## config.mk

```make
export PLATFORM = sky130hd
export DESIGN_NAME = epoch_seconds_to_date
export DESIGN_NICKNAME = d
export VERILOG_FILES = /design/src/hw/rtl/esd_pkg.sv /design/src/hw/rtl/esd_ctrl.sv /design/src/hw/rtl/esd_dp.sv /design/src/hw/rtl/epoch_seconds_to_date.sv
export SDC_FILE = /design/constraint.sdc
export NUM_CORES = 1
export LEC_CHECK = 0
export BUFFER_PORTS_ARGS = -buffer_cell sky130_fd_sc_hd__buf_2
export CORE_MARGIN = 3
export CORE_UTILIZATION = 65
export DETAILED_ROUTE_END_ITERATION = 8
export GPL_TIMING_DRIVEN = 1
export PLACE_DENSITY_LB_ADDON = 0.12
export SYNTH_ARGS = -nofsm -noshare
export SYNTH_HDL_FRONTEND = slang
export SYNTH_SLANG_ARGS = --single-unit
export TNS_END_PERCENT = 1
```

## constraint.sdc

```tcl
create_clock -name i_clk -period 7.6 [get_ports i_clk]
set_input_delay 2.28 -clock i_clk [delete_from_list [all_inputs] [get_ports i_clk]]
set_output_delay 2.28 -clock i_clk [all_outputs]
set_load 0.005 [all_outputs]
```

## src/hw/rtl/esd_pkg.sv

```systemverilog
`timescale 1ns / 1ps
// ----------------------------------------------------------------------------
// esd_pkg
// Types, constants and the month-length table for the date converter.
// ----------------------------------------------------------------------------
package esd_pkg;

    localparam int SECS_W  = 31;
    localparam int DAYS_W  = 15;
    localparam int YEAR_W  = 11;
    localparam int MONTH_W = 4;
    localparam int DAY_W   = 5;

    // secs / 86400 = ((secs >> 7) * DAY_RECIP) >> 34, exact for secs < 2^31
    localparam int DIV_PRE_SHIFT = 7;
    localparam int RECIP_W       = 25;
    localparam int PROD_W        = SECS_W - DIV_PRE_SHIFT + RECIP_W;
    localparam int DAY_SHIFT     = 34;

    localparam logic [RECIP_W-1:0] DAY_RECIP  = 25'd25451659;
    localparam logic [YEAR_W-1:0]  EPOCH_YEAR = 11'd1970;
    localparam logic [1:0]         EPOCH_MOD4   = 2'(1970 % 4);
    localparam logic [6:0]         EPOCH_MOD100 = 7'(1970 % 100);
    localparam logic [8:0]         EPOCH_MOD400 = 9'(1970 % 400);
    localparam logic [MONTH_W-1:0] LAST_MONTH = 4'd12;

    typedef enum logic [2:0] {
        S_IDLE,
        S_DIV,
        S_YEAR,
        S_MONTH,
        S_DONE
    } t_esd_state;

    typedef struct packed {
        logic load;
        logic div_step;
        logic year_step;
        logic month_step;
        logic out_load;
    } t_esd_cmd;

    typedef struct packed {
        logic year_done;
        logic month_done;
    } t_esd_sts;

    function automatic logic [DAY_W-1:0] month_len(input logic [MONTH_W-1:0] m,
                                                  input logic leap);
        logic [DAY_W-1:0] len;
        case (m)
            4'd1, 4'd3, 4'd5, 4'd7, 4'd8, 4'd10, 4'd12: len = 5'd31;
            4'd4, 4'd6, 4'd9, 4'd11:                     len = 5'd30;
            4'd2:                                        len = leap ? 5'd29 : 5'd28;
            default:                                     len = 5'd0;
        endcase
        return len;
    endfunction

endpackage

```

## src/hw/rtl/esd_ctrl.sv

```systemverilog
`timescale 1ns / 1ps
// ----------------------------------------------------------------------------
// esd_ctrl
// Sequencer: division, year walk, month walk, then hand-off to output.
// ----------------------------------------------------------------------------
module esd_ctrl (
    input  logic              i_clk,
    input  logic              i_rst_n,
    input  logic              i_s_axis_tvalid,
    output logic              o_s_axis_tready,
    output logic              o_m_axis_tvalid,
    input  logic              i_m_axis_tready,
    input  esd_pkg::t_esd_sts i_sts,
    output esd_pkg::t_esd_cmd o_cmd
);
    import esd_pkg::*;

    t_esd_state r_state, n_state;
    logic       r_out_valid, n_out_valid;

    always_ff @(posedge i_clk) begin
        if (!i_rst_n) begin
            r_state     <= S_IDLE;
            r_out_valid <= 1'b0;
        end else begin
            r_state     <= n_state;
            r_out_valid <= n_out_valid;
        end
    end

    always_comb begin
        n_state = r_state;
        o_cmd   = '0;
        case (r_state)
            S_IDLE: begin
                if (i_s_axis_tvalid) begin
                    o_cmd.load = 1'b1;
                    n_state    = S_DIV;
                end
            end
            S_DIV: begin
                o_cmd.div_step = 1'b1;
                n_state        = S_YEAR;
            end
            S_YEAR: begin
                if (i_sts.year_done) begin
                    n_state = S_MONTH;
                end else begin
                    o_cmd.year_step = 1'b1;
                end
            end
            S_MONTH: begin
                if (i_sts.month_done) begin
                    n_state = S_DONE;
                end else begin
                    o_cmd.month_step = 1'b1;
                end
            end
            S_DONE: begin
                if (!r_out_valid || i_m_axis_tready) begin
                    o_cmd.out_load = 1'b1;
                    n_state        = S_IDLE;
                end
            end
            default: n_state = S_IDLE;
        endcase

        n_out_valid = r_out_valid;
        if (o_cmd.out_load) begin
            n_out_valid = 1'b1;
        end else if (i_m_axis_tready) begin
            n_out_valid = 1'b0;
        end
    end

    assign o_s_axis_tready = (r_state == S_IDLE);
    assign o_m_axis_tvalid = r_out_valid;

endmodule

```

## src/hw/rtl/esd_dp.sv

```systemverilog
`timescale 1ns / 1ps
// ----------------------------------------------------------------------------
// esd_dp
// Datapath: reciprocal divide by 86400, year and month subtraction, output reg.
// ----------------------------------------------------------------------------
module esd_dp (
    input  logic                           i_clk,
    input  esd_pkg::t_esd_cmd              i_cmd,
    input  logic [esd_pkg::SECS_W-1:0]     i_secs,
    output esd_pkg::t_esd_sts              o_sts,
    output logic [esd_pkg::YEAR_W-1:0]     o_year,
    output logic [esd_pkg::MONTH_W-1:0]    o_month,
    output logic [esd_pkg::DAY_W-1:0]      o_day
);
    import esd_pkg::*;

    logic [SECS_W-DIV_PRE_SHIFT-1:0] r_rem;
    logic [DAYS_W-1:0]  r_days;
    logic [YEAR_W-1:0]  r_year;
    logic [1:0]         r_mod4;
    logic [6:0]         r_mod100;
    logic [8:0]         r_mod400;
    logic [MONTH_W-1:0] r_month;
    logic [YEAR_W-1:0]  r_year_o;
    logic [MONTH_W-1:0] r_month_o;
    logic [DAY_W-1:0]   r_day_o;

    logic [PROD_W-1:0] w_prod;
    logic              w_leap;
    logic [8:0]        w_ylen;
    logic [DAY_W-1:0]  w_mlen;

    assign w_prod = PROD_W'(r_rem) * PROD_W'(DAY_RECIP);
    assign w_leap = (r_mod400 == 9'd0) || ((r_mod4 == 2'd0) && (r_mod100 != 7'd0));
    assign w_ylen = w_leap ? 9'd366 : 9'd365;
    assign w_mlen = month_len(r_month, w_leap);

    assign o_sts.year_done  = (r_days < DAYS_W'(w_ylen));
    assign o_sts.month_done = (r_month == LAST_MONTH) || (r_days < DAYS_W'(w_mlen));

    always_ff @(posedge i_clk) begin
        if (i_cmd.load) begin
            r_rem    <= i_secs[SECS_W-1:DIV_PRE_SHIFT];
            r_days   <= '0;
            r_year   <= EPOCH_YEAR;
            r_mod4   <= EPOCH_MOD4;
            r_mod100 <= EPOCH_MOD100;
            r_mod400 <= EPOCH_MOD400;
            r_month  <= MONTH_W'(1);
        end else if (i_cmd.div_step) begin
            r_days <= w_prod[DAY_SHIFT +: DAYS_W];
        end else if (i_cmd.year_step) begin
            r_days   <= r_days - DAYS_W'(w_ylen);
            r_year   <= r_year + YEAR_W'(1);
            r_mod4   <= r_mod4 + 2'd1;
            r_mod100 <= (r_mod100 == 7'd99) ? 7'd0 : r_mod100 + 7'd1;
            r_mod400 <= (r_mod400 == 9'd399) ? 9'd0 : r_mod400 + 9'd1;
        end else if (i_cmd.month_step) begin
            r_days  <= r_days - DAYS_W'(w_mlen);
            r_month <= r_month + MONTH_W'(1);
        end
    end

    always_ff @(posedge i_clk) begin
        if (i_cmd.out_load) begin
            r_year_o  <= r_year;
            r_month_o <= r_month;
            r_day_o   <= r_days[DAY_W-1:0] + DAY_W'(1);
        end
    end

    assign o_year  = r_year_o;
    assign o_month = r_month_o;
    assign o_day   = r_day_o;

endmodule

```

## src/hw/rtl/epoch_seconds_to_date.sv

```systemverilog
`timescale 1ns / 1ps
// ----------------------------------------------------------------------------
// epoch_seconds_to_date
// Seconds since 1970-01-01 to Gregorian year, month and day of month.
// The year walk covers Y whole years (0..68) and the month walk M whole
// months (0..11), Y + M at most 78; the divide is a single multiply in S_DIV.
// A new input is taken only in idle, after the last result is loaded into
// the output register; the year and month walks step one per cycle.
// Reset: synchronous active low; returns the sequencer to idle, no output.
// ----------------------------------------------------------------------------
module epoch_seconds_to_date (
    input  logic        i_clk,
    input  logic        i_rst_n,
    input  logic        i_s_axis_tvalid,
    output logic        o_s_axis_tready,
    input  logic [31:0] i_s_axis_tdata,  // [30:0] elapsed_seconds, [31] pad
    output logic        o_m_axis_tvalid,
    input  logic        i_m_axis_tready,
    output logic [23:0] o_m_axis_tdata   // [10:0] year_out, [14:11] month_out,
                                         // [19:15] day_out, [23:20] pad
);
    import esd_pkg::*;

    t_esd_cmd           w_cmd;
    t_esd_sts           w_sts;
    logic [YEAR_W-1:0]  w_year;
    logic [MONTH_W-1:0] w_month;
    logic [DAY_W-1:0]   w_day;

    esd_ctrl u_ctrl (
        .i_clk           (i_clk),
        .i_rst_n         (i_rst_n),
        .i_s_axis_tvalid (i_s_axis_tvalid),
        .o_s_axis_tready (o_s_axis_tready),
        .o_m_axis_tvalid (o_m_axis_tvalid),
        .i_m_axis_tready (i_m_axis_tready),
        .i_sts           (w_sts),
        .o_cmd           (w_cmd)
    );

    esd_dp u_dp (
        .i_clk   (i_clk),
        .i_cmd   (w_cmd),
        .i_secs  (i_s_axis_tdata[SECS_W-1:0]),
        .o_sts   (w_sts),
        .o_year  (w_year),
        .o_month (w_month),
        .o_day   (w_day)
    );

    assign o_m_axis_tdata = {4'b0000, w_day, w_month, w_year};

endmodule

```

### Word level (Yosys, flattened, before mapping)

Index checks and enable logic that the tools add are counted.

| storage, ports and cells | value |
|---|---|
| register bits after elaboration | 96 |
| logic and storage cells | 87 |

| cells by class | value |
|---|---|
| add/subtract/negate cells | 8 |
| multipliers | 1 |
| $lt $le $gt $ge | 2 |
| equal/unequal tests | 22 |
| muxes and demuxes | 24 |
| bitwise logic cells | 2 |
| reductions and logical operators | 16 |

Operators with widths:

| kind | count |
|---|---|
| $mul 24x25->49 const B | 1 |
| $mux 15 | 3 |
| $eq 4x4->1 const B | 5 |
| $eq 4x3->1 const B | 4 |
| $lt 15x5->1 | 1 |
| $lt 15x9->1 | 1 |
| $pmux 3 s5 | 1 |
| $pmux 5 s3 | 1 |
| $sub 15x5->15 | 1 |
| $sub 15x9->15 | 1 |
| $mux 1 | 12 |
| $mux 3 | 4 |
| $add 11x1->11 const B | 1 |
| $add 9x1->9 const B | 1 |
| $eq 9x9->1 const B | 1 |
| $logic_not 9->1 | 1 |
| $mux 9 | 1 |
| $eq 4x2->1 const B | 2 |
| $add 7x1->7 const B | 1 |
| $eq 7x7->1 const B | 1 |
| $mux 7 | 1 |
| $reduce_bool 7->1 | 1 |
| $reduce_or 7->1 | 1 |
| $eq 3x2->1 const B | 2 |
| 21 further kinds | 26 |

### Longest topological paths before layout

Gate-level depths: netlist (run 1).

| logic depth | value |
|---|---|
| depth after elaboration | 12 |
| depth in mapped cells | 25 |

### Hierarchy

From an unflattened synthesis (run 1), not the netlist that was laid out.

| second synthesis, totals | value |
|---|---|
| cells, all modules | 1366 |
| area total of the unflattened synthesis | 13641.8 µm² |

By module, submodules not included:

| module | times used | cells each | area an instance (µm²) | seq. area each (µm²) |
|---|---|---|---|---|
| esd_dp | 1 | 1332 | 13306.5 | 2282.2 |
| esd_ctrl | 1 | 29 | 301.5 | 80.1 |
| epoch_seconds_to_date | 1 | 5 | 33.8 | 0.0 |

### Worst setup path before layout (run 1)

No wires, ideal clock.

| timing | value |
|---|---|
| path type | reg-to-reg |
| start | register u_dp.r_rem[21] |
| end | register u_dp.r_days[8] |
| data arrival time | 6.175 ns |
| data required time | 7.538 ns |
| path slack | 1.363 ns |
| stages on the path, launching flop included | 22 |
| period minus slack after synthesis | 6.237 ns |
| path through | edfxtp_1 > ha_1 > fa_1 > inv_1 > fa_1 > inv_1 > fa_1 > fa_1 > inv_1 > fa_1 > fa_1 > inv_1 > ha_1 > nand4_1 > nor3_1 > nand4_1 > nand3_1 > a41oi_2 > o311ai_2 > a21oi_1 > or4b_1 > nand3_1 |

| between the ends | value |
|---|---|
| longest elaborated chain between the ends | 2 |

Ends and longest elaborated chain:

| element | line | text |
|---|---|---|
| start, declared | esd_dp.sv:17 | `logic [SECS_W-DIV_PRE_SHIFT-1:0] r_rem;` |
| start signal, assigned | esd_dp.sv:43 | `r_rem <= i_secs[SECS_W-1:DIV_PRE_SHIFT];` |
| $mul 24x25->49 | esd_dp.sv:33 | `assign w_prod = PROD_W'(r_rem) * PROD_W'(DAY_RECIP);` |
| $mux 15 | esd_dp.sv:50 | `end else if (i_cmd.div_step) begin` |
| end signal, assigned | esd_dp.sv:51 | `r_days <= w_prod[DAY_SHIFT +: DAYS_W];` |
| end signal, assigned | esd_dp.sv:53 | `r_days <= r_days - DAYS_W'(w_ylen);` |
| end signal, assigned | esd_dp.sv:59 | `r_days <= r_days - DAYS_W'(w_mlen);` |
| end, declared | esd_dp.sv:18 | `logic [DAYS_W-1:0] r_days;` |

No other way between the ends.
A chain may end at the register's enable or synchronous reset.

### Worst setup path in the final report (run 1)

| timing | value |
|---|---|
| start | register u_dp.r_rem[16] |
| end | register u_dp.r_days[8] |

Same word-level chain as after synthesis.

==> out/metrics.sh, run 1 <==
GRT_START_MAX_NET_PINS=33
CTS_INSERTED_BUFFERS=9
TYPE_OF_THE_WORST_MIN_DELAY_PATH='reg -> reg'
GP_CONGESTION=0.963
SYNTHESIS.INSTANCES=1386
REPORT.FINAL.SLEW_VIOL_COUNT=0
AVGVIACOUNTPERCELL=5.58
WORSTSETUPSTARTPOINTTYPE='register'
PATH_CLASS='reg -> reg'
WORSTPATHCELLLIST='fa_1 > ha_1 > fa_1 > fa_1 > fa_1 > fa_1 > inv_1 > fa_1 > inv_1 > ha_1 > nand4_1 > nor3_1 > nand4_1 > nand3_1 > a41oi_2 > o311ai_2 > a21oi_1 > or4b_1 > nand3_1'
DIEAREA_MM2=0.0227
LIBRARY_CELL_CONTRIBUTING_THE_LARGEST_SINGLE_DELAY_ON_THE_CRITICAL_PATH='edfxtp_1'
WORST_SLEW_PIN_SLEW_NS=0.943
ROW_COUNT=52
YOSYS_WARNINGS=0
GRT_PASS1_VIAS=9661
CRIT_PATH_MAX_DELAY_FAMILY='adder cells'
WORSTSKEWPAIRLATENCY_NS=0.37
GRT_RESOURCE_USAGE_TOTAL=0.276
MOST_USED_CELL_CP='fa_1'
TRITONCTS_CLOCK_TREE='yes'
CORE_FOOTPRINT_MM2=0.0204
ASR_FLOP_RATIO_SYNTH=0
STATUS='finished clean'
MAX_STAGE_DELAY_NS=0.69
SYNTH.FF_LATCH_COUNT=96
LAYOUT.CELLS.MOST_COMMON='inv_1'
FINAL.PERIOD_UTILIZATION=0.916
FLOW.AREA_GROWTH_FROM_SYNTHESIS_PCT=5.97
DIE_Y_UM=151
FIN_CRIT_NS=6.96
ROUTEDWLPERCELL_UM=17.2
SETUP_VIOL=0
CLOCK_TREE.HTREE_LEVEL_COUNT=3
SLEW_HEADROOM=0.372
FIN_WORST_HOLD_SLACK_NS=0.466
SETUP_WS_NS=0.639
SYNTH.CELL_AREA_MM2=0.0136
LAYOUT.CELLS.MOST_COMMON_LIST='inv_1, ha_1, fa_1'
YS_TYPES=70
TIMING_HOLD_VIOLATIONS_FINAL=0
TRITONCTS_NUM_SINKS=96
POSTCTSSETUPREPAIRBUFS=0
YOSYSSEQAREASHARE=0.174
DRT-PASS1-ITER-COUNT=5
CLK_PATH_BUF_DEPTH=2
NUMBER_OF_NETS_IN_THE_LAYOUT=1924
FIN_SETUP_TNS_NS=0
CP_REQUIRED_NS=7.90
DRIVE_ABOVE_1_SHARE=0.0565
CRITICAL_PATH_BUF_INV_COUNT=2
ANTENNA_FOUND_INITIAL=0
POSTROUTEWIRELENGTH_MM=29.3
CRITPATHMAXFANOUT=9
DRTITER0DRC=446
SYNTH_TOP_AREA_CELL='ha_1'
REMAINING_DRC_ERRORS=0
CTSRESIZECOUNT=0
GRT_PASS1_WL_MM=48.3
TIMING.FMAX_MHz=144
DIEWIDTH_UM=151
NUM_IO_PINS=62
CTS_HOLD_BUFFERS=0
CRITPATHCAPTURETYPE='register'
GRT-OVFL-TOTAL=0
POST_SYNTH.CELL_AREA_AVG_UM2=9.82
PRECTSSETUPSLACK_NS=0.683
CTSROOTBUFFERMASTER='clkbuf_16'
SYNTH_EDF_COUNT=44
FINAL_UTIL=0.706
N_ANTENNA_CELL=0
PORT_BUFFERS=49
DP_HPWL_MM=24.4
SYNTHTOPCELLSBYAREA='ha_1, fa_1, edfxtp_1, inv_1, dfxtp_1'
ROUTE.VIAS.TOTAL=9501
CLK_TRANSITION_REPORTED_PATHS_NS=0.08
FIN_SKEW_NS=0.0190
AREA_SHARE_OF_THE_LEADING_CELL_TYPE_IN_THE_SYNTHESIZED_NETLIST=0.267
MAX_CAP_VIOL_COUNT=0
YS_DOMINANT_REG_CELL='dfxtp_1'
RSZ0062_AT_GRT='no'
CP.ARRIVAL_NS=7.26
ANT_NETS=0
START_UTIL=0.666
-- cell type report --
cell class                      instances  area [um^2]
Multi-Input combinational cell        937         9880
Fill cell                            1588         6010
Sequential cell                        96         2360
Inverter                              330         1240
Tap cell                              270          338
Timing Repair Buffer                   55          290
Clock buffer                            9          225
Clock inverter                          7         81.3
-- cell families after synthesis --
kind of cell             Yosys count  share of synthesized area
adder cells (fa/ha/maj)          459                      0.515
other                              1                   0.000276
flip-flops                        96                      0.174
AO/OA/AOI/OAI                    193                     0.0916
multiplexers                       2                    0.00147
XOR/XNOR                          52                     0.0335
buffers and inverters            356                      0.101
AND/OR/NAND/NOR                  227                     0.0834
-- registers in the layout, indices dropped and copies added (netlist names) --
name and cells:
u_ctrl.o_m_axis_tvalid 1, u_ctrl.r_state 3, u_dp.o_day 5, u_dp.o_month 4, u_dp.o_year 11, u_dp.r_days 15
u_dp.r_mod100 7, u_dp.r_mod4 2, u_dp.r_mod400 9, u_dp.r_month 4, u_dp.r_rem 24, u_dp.r_year 11
-- synth_stat cells (3+ instances only) --
cell type	count
clkbuf_1	16
dfxtp_1	52
and3_1	9
nor4b_1	3
nand2_1	60
edfxtp_1	44
nand4_1	14
a31oi_1	11
fa_1	169
o21a_1	7
nand2b_1	6
buf_4	5
a211oi_1	5
nor3b_1	4
xnor2_1	26
o21ai_0	47
and2_1	6
xor2_1	26
nand3_1	30
nor3_1	12
a21o_1	14
o31ai_1	3
o2111ai_1	4
nor2_1	55
nor4_1	4
nand4b_1	4
or3_1	5
a21oi_1	54
o21ai_1	4
o211ai_1	8
inv_1	329
ha_1	290
o22ai_1	7
nor2b_1	5
-- worst register-to-register path, stage by stage, from the launching register on --
cell	delay [ns]
edfxtp_1	0.69
fa_1	0.53
ha_1	0.31
fa_1	0.49
fa_1	0.54
fa_1	0.53
fa_1	0.54
inv_1	0.05
fa_1	0.55
inv_1	0.05
ha_1	0.36
nand4_1	0.20
nor3_1	0.38
nand4_1	0.15
nand3_1	0.12
a41oi_2	0.09
o311ai_2	0.49
a21oi_1	0.20
or4b_1	0.53
nand3_1	0.09
-- final timing paths --
kind                        from        endpoint  slack (ns)  cells past startpoint
setup / recovery  u_dp.r_rem[16]  u_dp.r_days[8]        0.64                     19
hold / removal    u_dp.r_year[3]  u_dp.o_year[3]        0.47                      0
setup reg to reg  u_dp.r_rem[16]  u_dp.r_days[8]        0.64                     19
hold reg to reg   u_dp.r_year[3]  u_dp.o_year[3]        0.47                      0
-- per-layer routing --
metal | global-route usage | wire length, um | part of all wire
met5 | 0 | 0 | 0
met3 | 0.0449 | 1350 | 0.046
met4 | 0.0852 | 787 | 0.027
met2 | 0.457 | 13900 | 0.47
met1 | 0.374 | 13300 | 0.45
-- through the flow --
step,cell area (um^2),cells
2_1_floorplan,13600,1389
3_3_place_gp,14100,1688
3_5_place_dp,14100,1688
4_1_cts,14400,1704
5_1_grt,14400,1704
6_report,14400,1704
Power of run 1 is not shown: default switching activity piles up to over one toggle a cycle in this logic, so the estimate is an artifact.
==> run 2: changes to the inputs <==
Settings changed: MAX_ROUTING_LAYER from default to met4, SKIP_CTS_REPAIR_TIMING from default to 1.
==> run 2 against run 1 <==
  * Cell area is the same
  * Highest routed layer unchanged
  * Global-route usage grew 0.50 points
  * Die area is the same
  * Setup slack gained 0.016 ns
  * Core utilization is the same
  * Critical path depth grew 2
  * Hold slack gained 0.012 ns
==> out/metrics.sh, run 2 (synthesis results as in run 1) <==
LAYOUT.CELLS.MOST_COMMON_LIST='inv_1, ha_1, fa_1'  # unchanged
WORSTSETUPSTARTPOINTTYPE='register'  # unchanged
STATUS='finished clean'  # unchanged
POSTROUTEWIRELENGTH_MM=28.9  # was 29.3 mm
TRITONCTS_CLOCK_TREE='yes'  # unchanged
FILLCELLCOUNT=1591  # was 1588
DIEAREA_MM2=0.0227  # unchanged
N_ANTENNA_CELL=0  # unchanged
RSZ0062_AT_GRT='no'  # unchanged
DIE_Y_UM=151  # unchanged
FIN_SKEW_NS=0.0152  # was 0.0190 ns
GRT_RESOURCE_USAGE_TOTAL=0.281  # was 0.276
GP_CONGESTION=0.974  # was 0.963
DRT-PASS1-ITER-COUNT=5  # unchanged
NUMBER_OF_NETS_IN_THE_LAYOUT=1924  # unchanged
LARGEST_REGISTER_FFS=24  # unchanged
ROUTEDWLPERCELL_UM=17.0  # was 17.2 um
DP_CELL_COUNT=1688  # unchanged
PORT_BUFFERS=49  # unchanged
DP_HPWL_MM=24.3  # was 24.4 mm
MOST_USED_CELL_CP='fa_1'  # unchanged
WORST_SLEW_PIN_SLEW_NS=0.963  # was 0.943 ns
CRITPATHCAPTURETYPE='register'  # unchanged
WORST_R2R_PATH_DEPTH=21  # was 19
MAX_CAP_VIOL_COUNT=0  # unchanged
REPORT.FINAL.SLEW_VIOL_COUNT=0  # unchanged
HOLD_DEPTH=0  # unchanged
CLK_TRANSITION_REPORTED_PATHS_NS=0.09  # was 0.08 ns
FINAL.PERIOD_UTILIZATION=0.914  # was 0.916
AVGVIACOUNTPERCELL=5.51  # was 5.58
PATH_CLASS='reg -> reg'  # unchanged
LAYOUT_CELLS_EXCL_FILL=1704  # unchanged
DRTITER0DRC=405  # was 446
SLEW_HEADROOM=0.358  # was 0.372
CTSROOTBUFFERMASTER='clkbuf_16'  # unchanged
LAYOUT.CELLS.MOST_COMMON='inv_1'  # unchanged
CTS_INSERTED_BUFFERS=9  # unchanged
ROW_COUNT=52  # unchanged
GRT-OVFL-TOTAL=0  # unchanged
REMAINING_DRC_ERRORS=0  # unchanged
FIN_SETUP_TNS_NS=0  # unchanged
GRT_START_MAX_NET_PINS=33  # unchanged
CP_REQUIRED_NS=7.87  # was 7.90 ns
WORSTPATHCELLLIST='inv_1 > ha_1 > inv_1 > fa_1 > ha_1 > fa_1 > inv_1 > fa_1 > fa_1 > fa_1 > inv_1 > ha_1 > a21oi_1 > o21ai_0 > a221oi_1 > o21ai_0 > a41oi_2 > o21ai_1 > a311o_1 > mux2i_1 > nor4_1'  # was fa_1 > ha_1 > fa_1 > fa_1 > fa_1 > fa_1 > inv_1 > fa_1 > inv_1 > ha_1 > nand4_1 > nor3_1 > nand4_1 > nand3_1 > a41oi_2 > o311ai_2 > a21oi_1 > or4b_1 > nand3_1
LARGEST_REGISTER='u_dp.r_rem'  # unchanged
NUM_IO_PINS=62  # unchanged
ANTENNA_FOUND_INITIAL=0  # unchanged
CRITICAL_PATH_BUF_INV_COUNT=4  # was 2
FIN_WORST_HOLD_SLACK_NS=0.478  # was 0.466 ns
CLK_PATH_BUF_DEPTH=2  # unchanged
START_UTIL=0.666  # unchanged
FIN_CRIT_NS=6.94  # was 6.96 ns
REG.LARGEST.LIST='u_dp.r_rem x24, u_dp.r_days x15'  # unchanged
DIEWIDTH_UM=151  # unchanged
CRIT_PATH_MAX_DELAY_FAMILY='adder cells'  # unchanged
LIBRARY_CELL_CONTRIBUTING_THE_LARGEST_SINGLE_DELAY_ON_THE_CRITICAL_PATH='edfxtp_1'  # unchanged
CLOCK_TREE.HTREE_LEVEL_COUNT=3  # unchanged
DRIVE_ABOVE_1_SHARE=0.0565  # unchanged
CRITPATHMAXFANOUT=7  # was 9
WORSTSKEWPAIRLATENCY_NS=0.36  # was 0.37 ns
TRITONCTS_NUM_SINKS=96  # unchanged
CP_NUM_CELLS=21  # was 19
TIMING_HOLD_VIOLATIONS_FINAL=0  # unchanged
MAX_STAGE_DELAY_NS=0.61  # was 0.69 ns
FLOW.AREA_GROWTH_FROM_SYNTHESIS_PCT=5.97  # unchanged
GRT_PASS1_WL_MM=48.0  # was 48.3 mm
CP.ARRIVAL_NS=7.22  # was 7.26 ns
ANT_NETS=0  # unchanged
TYPE_OF_THE_WORST_MIN_DELAY_PATH='reg -> reg'  # unchanged
ROUTE.VIAS.TOTAL=9397  # was 9501
CORE_FOOTPRINT_MM2=0.0204  # unchanged
GRT_PASS1_VIAS=9699  # was 9661
SETUP_VIOL=0  # unchanged
TIMING.FMAX_MHz=144  # about the same
run 2: final cells by class:
class,instances,area [um^2],area share
repair buffers,55,290,0.0201
clock buffers,9,225,0.0156
multi-input cells,937,9880,0.685
clock inverters,7,81.3,0.00564
flip-flops and latches,96,2360,0.164
inverters,330,1240,0.0859
well taps,270,338,0.0234
run 2: final timing paths:
check,slack [ns],to,start
hold / removal,0.48,u_dp.o_year[3],u_dp.r_year[3]
hold reg to reg,0.48,u_dp.o_year[3],u_dp.r_year[3]
setup reg to reg,0.66,u_dp.r_days[13],u_dp.r_rem[4]
setup / recovery,0.66,u_dp.r_days[13],u_dp.r_rem[4]
run 2: per-layer routing:
layer	vias up	wire, um	track usage
li1	4633	-	-
met1	4529	13100	0.365
met2	195	13800	0.461
met3	40	1450	0.0494
met4	0	606	0.0712
met5	-	0	-
run 2: metrics by stage:
step / area, um^2 / worst slack (ns) / util
2_1_floorplan: 13600 / 1.36 / -
6_report: 14400 / 0.655 / 0.706
3_5_place_dp: 14100 / 0.681 / 0.691
4_1_cts: 14400 / 0.613 / 0.706
5_1_grt: 14400 / 0.278 / 0.706
3_3_place_gp: 14100 / 0.728 / 0.691
run 2: worst register-to-register path, cell delays in order, from the launching register on:
cell and delay (ns):
edfxtp_1 0.61, inv_1 0.18, ha_1 0.44, inv_1 0.11
fa_1 0.49, ha_1 0.21, fa_1 0.47, inv_1 0.05
fa_1 0.50, fa_1 0.53, fa_1 0.55, inv_1 0.05
ha_1 0.34, a21oi_1 0.27, o21ai_0 0.11, a221oi_1 0.29
o21ai_0 0.18, a41oi_2 0.39, o21ai_1 0.24, a311o_1 0.45
mux2i_1 0.15, nor4_1 0.24
Power of run 2 is left out for the same reason.
==> run 3: changes to the inputs <==
Settings changed: BUFFER_PORTS_ARGS -buffer_cell sky130_fd_sc_hd__buf_2 to default, CORE_UTILIZATION 65 to 68, CTS_BUF_LIST from default to sky130_fd_sc_hd__clkbuf_4, DONT_BUFFER_PORTS from default to 1.
==> run 3 against run 2 <==
  * Sequential share of layout area up 0.42 points
  * First-iteration DRC count is 28% higher
  * Via count is 0.45% lower
  * Cell area fell by 2.5%
  * Die area fell by 4.2%
  * Maximum frequency down 2.7%
  * Wire length up 0.63%
  * Sequential cell count stayed put
  * Setup slack got worse by 0.19 ns
  * Critical endpoint is now u_dp.r_days[8]
==> out/metrics.sh, run 3 (synthesis results as in run 1) <==
CRIT-REG2REG-LAUNCH='u_dp.r_rem[15]'  # was u_dp.r_rem[4]
LAYOUT.CELLS.MOST_COMMON_LIST='inv_1, ha_1, fa_1'  # unchanged
PORT_BUFFERS=0  # was 49
DP_HPWL_MM=24.5  # was 24.3 mm
CLK_TRANSITION_REPORTED_PATHS_NS=0.19  # was 0.09 ns
TIMING.RR.END='u_dp.r_days[8]'  # was u_dp.r_days[13]
ANTENNA_FOUND_INITIAL=2  # was 0
LARGEST_REGISTER_FFS=24  # unchanged
SLEW_HEADROOM=0.362  # was 0.358
CORE_FOOTPRINT_MM2=0.0196  # was 0.0204 mm^2
WORST_HOLD_STARTPOINT='u_dp.r_year[10]'  # was u_dp.r_year[3]
FIN_SETUP_TNS_NS=0  # unchanged
ANT_NETS=0  # unchanged
STATUS='finished clean'  # unchanged
FIN_SKEW_NS=0.0592  # was 0.0152 ns
CTSROOTBUFFERMASTER='clkbuf_4'  # was clkbuf_16
CTS_INSERTED_BUFFERS=9  # unchanged
FIN_CRIT_NS=7.14  # was 6.94 ns
TIMING_HOLD_VIOLATIONS_FINAL=0  # unchanged
SETUP_VIOL=0  # unchanged
SETUP_SLACK_OF_THE_WORST_REGISTER_TO_REGISTER_PATH_NS=0.46  # was 0.66 ns
WORST_SLEW_PIN_SLEW_NS=0.958  # was 0.963 ns
FLOW.AREA_GROWTH_FROM_SYNTHESIS_PCT=3.33  # was 5.97%
ROUTE.VIAS.TOTAL=9355  # was 9397
TIMING.FMAX_MHz=140  # was 144 MHz
HOLD_DEPTH=0  # unchanged
TRITONCTS_CLOCK_TREE='yes'  # unchanged
LARGEST_REGISTER='u_dp.r_rem'  # unchanged
CLOCK_TREE.HTREE_LEVEL_COUNT=3  # unchanged
CRITPATHCAPTURETYPE='register'  # unchanged
TRITONCTS_NUM_SINKS=96  # unchanged
DRT-PASS1-ITER-COUNT=5  # unchanged
DIE_Y_UM=147  # was 151 um
CLK_PATH_BUF_DEPTH=2  # unchanged
ROUTEDWLPERCELL_UM=17.5  # was 17.0 um
DIEWIDTH_UM=147  # was 151 um
CP_REQUIRED_NS=8.05  # was 7.87 ns
AVGVIACOUNTPERCELL=5.64  # was 5.51
CRITPATHMAXFANOUT=8  # was 7
NUM_IO_PINS=62  # unchanged
PATH_CLASS='reg -> reg'  # unchanged
GP_CONGESTION=0.972  # was 0.974
DRTITER0DRC=517  # was 405
POSTROUTEWIRELENGTH_MM=29.1  # was 28.9 mm
FINAL.PERIOD_UTILIZATION=0.939  # was 0.914
GRT_RESOURCE_USAGE_TOTAL=0.293  # was 0.281
CP.ARRIVAL_NS=7.58  # was 7.22 ns
REG.LARGEST.LIST='u_dp.r_rem x24, u_dp.r_days x15'  # unchanged
GRT_PASS1_WL_MM=49.1  # was 48.0 mm
LAYOUT.CELLS.MOST_COMMON='inv_1'  # unchanged
DIEAREA_MM2=0.0217  # was 0.0227 mm^2
GRT-OVFL-TOTAL=0  # unchanged
WORSTSKEWPAIRLATENCY_NS=0.52  # was 0.36 ns
REMAINING_DRC_ERRORS=0  # unchanged
WORSTHOLDENDPOINT='u_dp.o_year[10]'  # was u_dp.o_year[3]
REPORT.FINAL.SLEW_VIOL_COUNT=0  # unchanged
MAX_CAP_VIOL_COUNT=0  # unchanged
GRT_PASS1_VIAS=9921  # was 9699
RSZ0062_AT_GRT='no'  # unchanged
TYPE_OF_THE_WORST_MIN_DELAY_PATH='reg -> reg'  # unchanged
DRIVE_ABOVE_1_SHARE=0.0273  # was 0.0565
WORSTSETUPSTARTPOINTTYPE='register'  # unchanged
NUMBER_OF_NETS_IN_THE_LAYOUT=1881  # was 1924
START_UTIL=0.695  # was 0.666
WORST_R2R_PATH_DEPTH=20  # was 21
ROW_COUNT=51  # was 52
GRT_START_MAX_NET_PINS=33  # unchanged
[run 3: cell types whose count changed in the layout (fill, tap and decap cells not counted), sizes merged]
cell    previous run  this run
clkinv             4         5
diode              0         2
buf               55        12
inv              333       332
[run 3: worst max-delay path, stage by stage, from the launching register on]
cell and delay (ns):
edfxtp_1 0.68, fa_1 0.65, ha_1 0.24, fa_1 0.50, fa_1 0.54, fa_1 0.52, fa_1 0.56, inv_1 0.06
fa_1 0.55, inv_1 0.06, ha_1 0.35, nand4_1 0.18, nor3_1 0.49, nand4_1 0.25, nand3_1 0.16, a41oi_2 0.09
o311ai_2 0.33, buf_4 0.19, a21oi_1 0.11, or4b_1 0.51, nand3_1 0.08
[run 3: final cells by class]
type / count / area [um^2]
tap: 265 / 332
inverter: 330 / 1240
sequential: 96 / 2360
antenna: 2 / 5.00
multi-input combinational: 937 / 9880
fill: 1502 / 5530
timing repair buffer: 12 / 90.1
clock inverter: 7 / 81.3
clock buffer: 9 / 67.6
[run 3: worst max-delay path by stage]
stage	start	end	slack, ns	cells past startpoint
after detailed placement	u_dp.r_rem[15]	u_dp.r_days[8]	0.62	20
after floorplan	u_dp.r_rem[21]	u_dp.r_days[8]	1.36	21
final	u_dp.r_rem[15]	u_dp.r_days[8]	0.46	20
after CTS	u_dp.r_rem[15]	u_dp.r_days[8]	0.53	20
after global placement	u_dp.r_rem[15]	u_dp.r_days[8]	0.63	20
after global routing	u_dp.r_rem[21]	u_dp.r_days[8]	0.24	21
[run 3: per-layer routing]
layer / vias to the layer above / part of all wire / track usage
li1: 4549 / - / -
met1: 4531 / 0.44 / 0.388
met2: 223 / 0.49 / 0.487
met3: 52 / 0.051 / 0.0417
met4: 0 / 0.021 / 0.0671
met5: - / 0 / -
[run 3: through the flow]
stage / utilization / worst slack (ns) / hold slack (ns) / area [um^2] / cells
after floorplan: - / 1.36 / 0.406 / 13600 / 1389
after CTS: 0.717 / 0.532 / 0.479 / 14100 / 1656
final: 0.718 / 0.464 / 0.479 / 14100 / 1658
after global placement: 0.710 / 0.633 / 0.444 / 13900 / 1640
after detailed placement: 0.710 / 0.618 / 0.438 / 13900 / 1640
after global routing: 0.718 / 0.239 / 0.491 / 14100 / 1658
Power of run 3 is left out for the same reason.
